==> config.mk <==
export PLATFORM = sky130hd
export DESIGN_NAME = rau_front
export DESIGN_NICKNAME = d
export VERILOG_FILES = /design/src/design/rau_pkg.sv /design/src/design/rau_front.sv
export SDC_FILE = /design/constraint.sdc
export NUM_CORES = 1
export LEC_CHECK = 0
export ABC_AREA = 1
export BUFFER_PORTS_ARGS = -buffer_cell sky130_fd_sc_hd__buf_4
export CORE_UTILIZATION = 35
export DETAILED_ROUTE_END_ITERATION = 8
export PLACE_DENSITY = 0.62
export SYNTH_ARGS = -nofsm -noshare
export SYNTH_HDL_FRONTEND = slang
export SYNTH_SLANG_ARGS = --single-unit
==> constraint.sdc <==
create_clock -name clock -period 16.4 [get_ports clock]
set_input_delay 1.64 -clock clock [delete_from_list [all_inputs] [get_ports clock]]
set_output_delay 1.64 -clock clock [all_outputs]
set_load 0.02 [all_outputs]
==> src/design/rau_pkg.sv <==
`timescale 1ns / 1ps
// ----------------------------------------------------------------------------
// rau_pkg
// Shared types and constants for the rational arithmetic unit.
// ----------------------------------------------------------------------------
package rau_pkg;
   localparam int DefOperandWidth = 32;
   localparam int FieldWidth = 32;
   localparam int ProdWidth = 2 * FieldWidth + 1;

   typedef enum logic [2:0] {
      OP_ADD = 3'd0, OP_SUB = 3'd1, OP_MUL = 3'd2, OP_DIV = 3'd3,
      OP_CMP = 3'd4, OP_NEG = 3'd5, OP_RSV6 = 3'd6, OP_RSV7 = 3'd7
   } op_type;

   typedef enum logic [1:0] {
      ST_OK = 2'd0, ST_ZERO_DEN = 2'd1, ST_DIV_ZERO = 2'd2, ST_OVERFLOW = 2'd3
   } status_type;

   // classified transaction handed from front to back
   typedef struct packed {
      op_type                 op;
      status_type             early_st;
      logic                   an_neg;
      logic [FieldWidth-1:0]  an;
      logic [FieldWidth-1:0]  ad;
      logic                   bn_neg;
      logic [FieldWidth-1:0]  bn;
      logic [FieldWidth-1:0]  bd;
   } task_type;

   typedef enum logic [3:0] {
      BK_IDLE, BK_MUL1, BK_MUL2, BK_SUM, BK_GCD_DIV, BK_GCD_SWAP,
      BK_QN, BK_QD, BK_CHECK, BK_OUT
   } bk_state_type;
endpackage

==> src/design/rau_front.sv <==
`timescale 1ns / 1ps
// ----------------------------------------------------------------------------
// rau_front
// Accepts transactions, sign-normalizes operands and flags early errors.
// ----------------------------------------------------------------------------
module rau_front #(
   parameter int OPERAND_WIDTH = rau_pkg::DefOperandWidth
) (
   input  logic                          clock,
   input  logic                          reset,
   input  logic                          push,
   output logic                          full,
   input  logic [2:0]                    req_type,
   input  logic [31:0]                   req_a_num,
   input  logic [31:0]                   req_a_den,
   input  logic [31:0]                   req_b_num,
   input  logic [31:0]                   req_b_den,
   output logic                          q_valid,
   input  logic                          q_pop,
   output rau_pkg::task_type             q_task
);
   import rau_pkg::*;
   localparam int W = OPERAND_WIDTH;
   localparam int Depth = 2;

   task_type          mem_ff [Depth];
   logic              wp_ff, rp_ff, wp_in, rp_in;
   logic [1:0]        cnt_ff, cnt_in;
   task_type          t_in;
   logic              do_push, do_pop;

   function automatic logic [FieldWidth:0] smag(input logic [31:0] raw);
      logic [W-1:0] x;
      logic [W-1:0] m;
      x = raw[W-1:0];
      m = x[W-1] ? (~x + 1'b1) : x;
      smag = {x[W-1], {(FieldWidth - W){1'b0}}, m};
      if (x[W-1] && m == '0) smag = {1'b1, {(FieldWidth - W){1'b0}}, 1'b1, {(W-1){1'b0}}};
   endfunction

   always_comb begin
      logic [FieldWidth:0] an, ad, bn, bd;
      op_type op;
      an = smag(req_a_num);
      ad = smag(req_a_den);
      bn = smag(req_b_num);
      bd = smag(req_b_den);
      op = op_type'(req_type);
      t_in.op = op;
      t_in.an = an[FieldWidth-1:0];
      t_in.ad = ad[FieldWidth-1:0];
      t_in.bn = bn[FieldWidth-1:0];
      t_in.bd = bd[FieldWidth-1:0];
      t_in.an_neg = (an[FieldWidth] ^ ad[FieldWidth]) && an[FieldWidth-1:0] != '0;
      t_in.bn_neg = (bn[FieldWidth] ^ bd[FieldWidth]) && bn[FieldWidth-1:0] != '0;
      t_in.early_st = ST_OK;
      if (op == OP_RSV6 || op == OP_RSV7) t_in.early_st = ST_OK;
      else if (ad[FieldWidth-1:0] == '0 || (op != OP_NEG && bd[FieldWidth-1:0] == '0))
         t_in.early_st = ST_ZERO_DEN;
      else if (op == OP_DIV && bn[FieldWidth-1:0] == '0) t_in.early_st = ST_DIV_ZERO;
   end

   assign full = (cnt_ff == 2'(Depth));
   assign do_push = push && !full;
   assign q_valid = (cnt_ff != 2'd0);
   assign do_pop = q_pop && q_valid;
   assign q_task = mem_ff[rp_ff];
   assign wp_in = do_push ? ~wp_ff : wp_ff;
   assign rp_in = do_pop ? ~rp_ff : rp_ff;
   assign cnt_in = cnt_ff + 2'(do_push) - 2'(do_pop);

   always_ff @(posedge clock) begin
      if (reset) begin
         wp_ff <= 1'b0;
         rp_ff <= 1'b0;
         cnt_ff <= 2'd0;
      end else begin
         wp_ff <= wp_in;
         rp_ff <= rp_in;
         cnt_ff <= cnt_in;
      end
      if (do_push) mem_ff[wp_ff] <= t_in;
   end

   a_cnt_range: assert property (@(posedge clock) disable iff (reset)
      cnt_ff <= 2'(Depth)) else $error("queue count over depth");
   a_no_push_full: assert property (@(posedge clock) disable iff (reset)
      full |=> cnt_ff != 2'd0) else $error("full queue lost entries");
   a_pop_dec: assert property (@(posedge clock) disable iff (reset)
      (do_pop && !do_push) |=> cnt_ff == $past(cnt_ff) - 2'd1)
      else $error("pop count mismatch");
endmodule

==> results.txt <==
----------------------------------------------------
[Status]
  Run status ... finished, final reports clean

[Final layout]
  Share of cells above drive strength 1 ... between 20% and 30%
  Area of the multi-input gates ... around 5600 um^2
  Final core occ ... 44.29%
  Total of fill cells in the finished design ... roughly 3900
  Synthesis-to-layout area growth ... 24.63%
  Post-Layout Cell Count ... 2250
  Post-route design area ... about 18000 um^2
  Register Area ... 8212 um^2
  Antenna fix cells ... 0
  Number of nets at the end of the flow ... roughly 1800

[Clock network]
  Clock root cell ... sky130_fd_sc_hd__clkbuf_16
  Hold-fix buffers at CTS ... 0
  Clock slew at the register clock pins of the worst setup and hold paths ... 60 ps
  Clk Latency, worst-skew pair ... 560 ps
  Clock tree from TritonCTS ... built
  Max clock buf depth ... 3
  # clock sinks ... 275
  Number of buffers created by CTS ... 30
  Max H-tree Level ... 1
  Setup fix buffers added after clock tree synthesis ... 0
  Post-cts repair resize count ... 0

[Worst setup path]
  Startpoint of the worst-slack reg-to-reg timing path ... cnt_ff[0]
  Slack of the worst reg-to-reg path ... 13420 ps
  Worst-path maximum fanout ... 70
  Endpoint class of the critical path ... output pin
  Worst r2r dst ... mem_ff[1][12]
  Required time at the worst-slack endpoint ... 14760 ps
  Data arrival, critical path ... 2990 ps
  Startpoint type of the worst setup path ... flip-flop
  Number of cell instances on the worst register-to-register path ... 4
  Crit Path Category ... flip-flop to output pin

[Route]
  Vias/cell ... just under 5
  Count of unresolved DRC violations after routing ... 0
  Violation count after the first detailed-route iteration ... 594
  DR pass1 iterations ... 5
  Number of nets still failing antenna checks after routing ... 0
  WL per Instance ... 17.80 um
  Total vias in the final route ... between 10000 and 15000
  Total routed wirelength ... about 40 mm

[Synthesis]
  Count of state elements after synthesis ... about 280
  Library cell with the largest summed area after synthesis ... sky130_fd_sc_hd__edfxtp_1
  Xor and xnor area share after synthesis ... approximately 4.6%
  Post-Syn Instances ... 1421
  Library cell with the highest instance count after synthesis ... sky130_fd_sc_hd__edfxtp_1
  Yosys warns ... 0
  Largest cells by area after synthesis ... sky130_fd_sc_hd__edfxtp_1 (56%), sky130_fd_sc_hd__mux2_2 (10%), sky130_fd_sc_hd__nand2_1 (6.9%), sky130_fd_sc_hd__nor2_1 (4.9%), sky130_fd_sc_hd__inv_1 (4.1%)
  Adder and majority cell fraction of the synthesized area ... 0.5162%
  Async S/R FF share, synth ... 0%
  Top_reg_cell synth ... sky130_fd_sc_hd__edfxtp_1
  List of most frequent post-synthesis cells ... sky130_fd_sc_hd__edfxtp_1 (270), sky130_fd_sc_hd__nand2_1 (267), sky130_fd_sc_hd__nor2_1 (188)
  Synthesized netlist net count ... about 1600
  Portion of netlist area occupied by mux cells ... 10.45%
  Largest family of logic cells by synthesized area ... simple AND/OR/NAND/NOR gates
  Proportion of netlist area held by the largest area contributor ... 55.75%
  Number of enable-type register cells in the synthesized netlist ... 270
  Number of distinct library cell variants in the gate-level netlist after synthesis ... 45
  Average footprint of a synthesized cell ... roughly 10 um^2
  Post-synthesis compound-gate area fraction ... under 10%
  Simple-gate share of the synthesized area ... about a fifth
  Sequential fraction of the synthesis area ... 56.44%
  Netlist area before placement ... 14540 um^2

[Global route]
  Largest net degree at the start of global routing ... 73
  Met1 usage in global routing ... 24.39%
  Wire length of the first global-routing pass ... 59.91 mm
  Antenna violations before repair ... 0
  Grt met3 use ... 2.708%
  Busiest grt layer ... met2
  Combined global-route utilization of all metal layers ... 18.47%
  Met2 capacity usage during global routing ... about a third
  Total overflow reported by the global router ... 0
  Via count of the first global-routing pass ... around 11000

[Place]
  Number of placed cells counting well taps ... approximately 2200
  Placed wire-length estimate ... 30.38 mm
  Weighted congestion reported at the end of routability-driven placement ... slightly below 0.9
  Port-buffer cells ... 271
  Placed inst area ... 17150 um^2

[Timing]
  Worst hold margin ... about 480 ps
  RSZ-0062 raised after global routing ... false
  Final setup violating endpoints ... 0
  Clock Skew ... roughly 8.8 ps
  Final critical-path share of the clock period ... 28.24%
  Slew of the pin with the lowest slew margin ... around 1100 ps
  Hold violation count in the final report ... 0
  Fmax ... 215.9 MHz
  Final Slew Violations ... 0
  Worst slew slack as a fraction of its limit ... 29.56%
  Final period demand of the worst path ... 4632 ps
  Final total negative setup slack ... 0 ps

[Pwr]
  Leakage dissipation ... 0.007312 uW
  Power density over the cells ... 129.2 nW/um^2
  Maximum resistive drop on vdd ... 0.08794 mV

[Hold path]
  Worst Hold Launch ... rp_ff
  Class of the tightest hold or removal check ... flip-flop to flip-flop
  Hold path depth ... 2

[Floorplan]
  Height of the die ... 205.8 um
  Number of top-level pins ... 272
  Horizontal extent of the die ... ~210 um
  Core region area ... between 40000 and 50000 um^2
  Std-Cell Rows ... 74
  Initial cell density of the core ... 35.54%
  Area of the die ... 42370 um^2

[Flow run]
  Number of max-capacitance violations reported ... 0

----------------------------------------------------
-- where the power goes --
group / internal, uW / switching [uW] / total [uW] / leakage, uW
combinational: 302 / 413 / 715 / 0.00426
clock: 393 / 269 / 662 / 0.000475
sequential: 915 / 50.3 / 965 / 0.00257
total: 1610 / 733 / 2340 / 0.00731
-- critical path, stage by stage (launching register included) --
cell                      delay (ps)
sky130_fd_sc_hd__dfxtp_4         970
sky130_fd_sc_hd__buf_4           800
sky130_fd_sc_hd__mux2_2          420
sky130_fd_sc_hd__buf_4           160
-- sequential cells by signal (all words and copies together), names as in the netlist, named ones only --
register	cells
cnt_ff	2
mem_ff	270
rp_ff	1
wp_ff	1
-- metrics by stage --
stage                     worst slack (ps)  power [uW]
after CTS                            11680        2374
final                                11770        2342
after floorplan                       8312        1415
after detailed placement             12050        1703
after global placement               12050        1697
after global routing                 11570        2451
-- placed cells by master, fill, tap and decap left out, drive strengths merged, types with 2 or more instances in the layout --
| cell | synthesis | layout |
|---|---|---|
| nor3 | 29 | 29 |
| nand3b | 13 | 13 |
| ha | 6 | 6 |
| nand3 | 100 | 100 |
| nor4 | 15 | 15 |
| edfxtp | 270 | 270 |
| and2 | 3 | 3 |
| nor3b | 2 | 2 |
| mux2 | 135 | 135 |
| xor2 | 63 | 63 |
| inv | 160 | 163 |
| nand2 | 271 | 271 |
| clkbuf | 25 | 37 |
| nor2 | 199 | 199 |
| or2 | 12 | 12 |
| dfxtp | 5 | 5 |
| o21ai | 40 | 40 |
| xnor2 | 12 | 12 |
| buf | 10 | 276 |
| a21oi | 9 | 9 |
| bufinv | 0 | 3 |
| nand4 | 31 | 31 |
| clkinv | 1 | 13 |
| o31ai | 4 | 4 |
-- cells by family (layout without fill, tap and decap cells) --
kind of cell    count (synthesis)  after routing
fa+ha+maj                       6              6
compound gates                 57             57
mux                           135            135
buf+inv                       196            493
xor+xnor                       75             75
flops                         275            275
simple gates                  677            677
-- worst max-delay path by stage --
| stage | endpoint | from |
|---|---|---|
| after floorplan | mem_ff[1][0] | push |
| after global placement | mem_ff[0][131] | req_a_den[31] |
| after detailed placement | mem_ff[0][131] | req_a_den[31] |
| after CTS | q_task[99] | flip-flop |
| after global routing | q_task[108] | flip-flop |
| final | q_task[99] | flip-flop |
-- metal layers --
metal | share of wire, % | vias to the layer above
li1 | - | 5390
met1 | 44 | 5177
met2 | 48 | 320
met3 | 5.2 | 63
met4 | 2.5 | 0
met5 | 0 | -
-- area by class of cell --
type / instances / share of cell area (%)
timing repair buffer: 276 / 11.43
clock buffer: 37 / 4.404
inverter: 161 / 3.334
clock inverter: 19 / 0.9734
sequential: 275 / 45.31
tap: 532 / 3.673
multi-input combinational: 950 / 30.88
No activity file was read; power rests on OpenSTA's default activity.
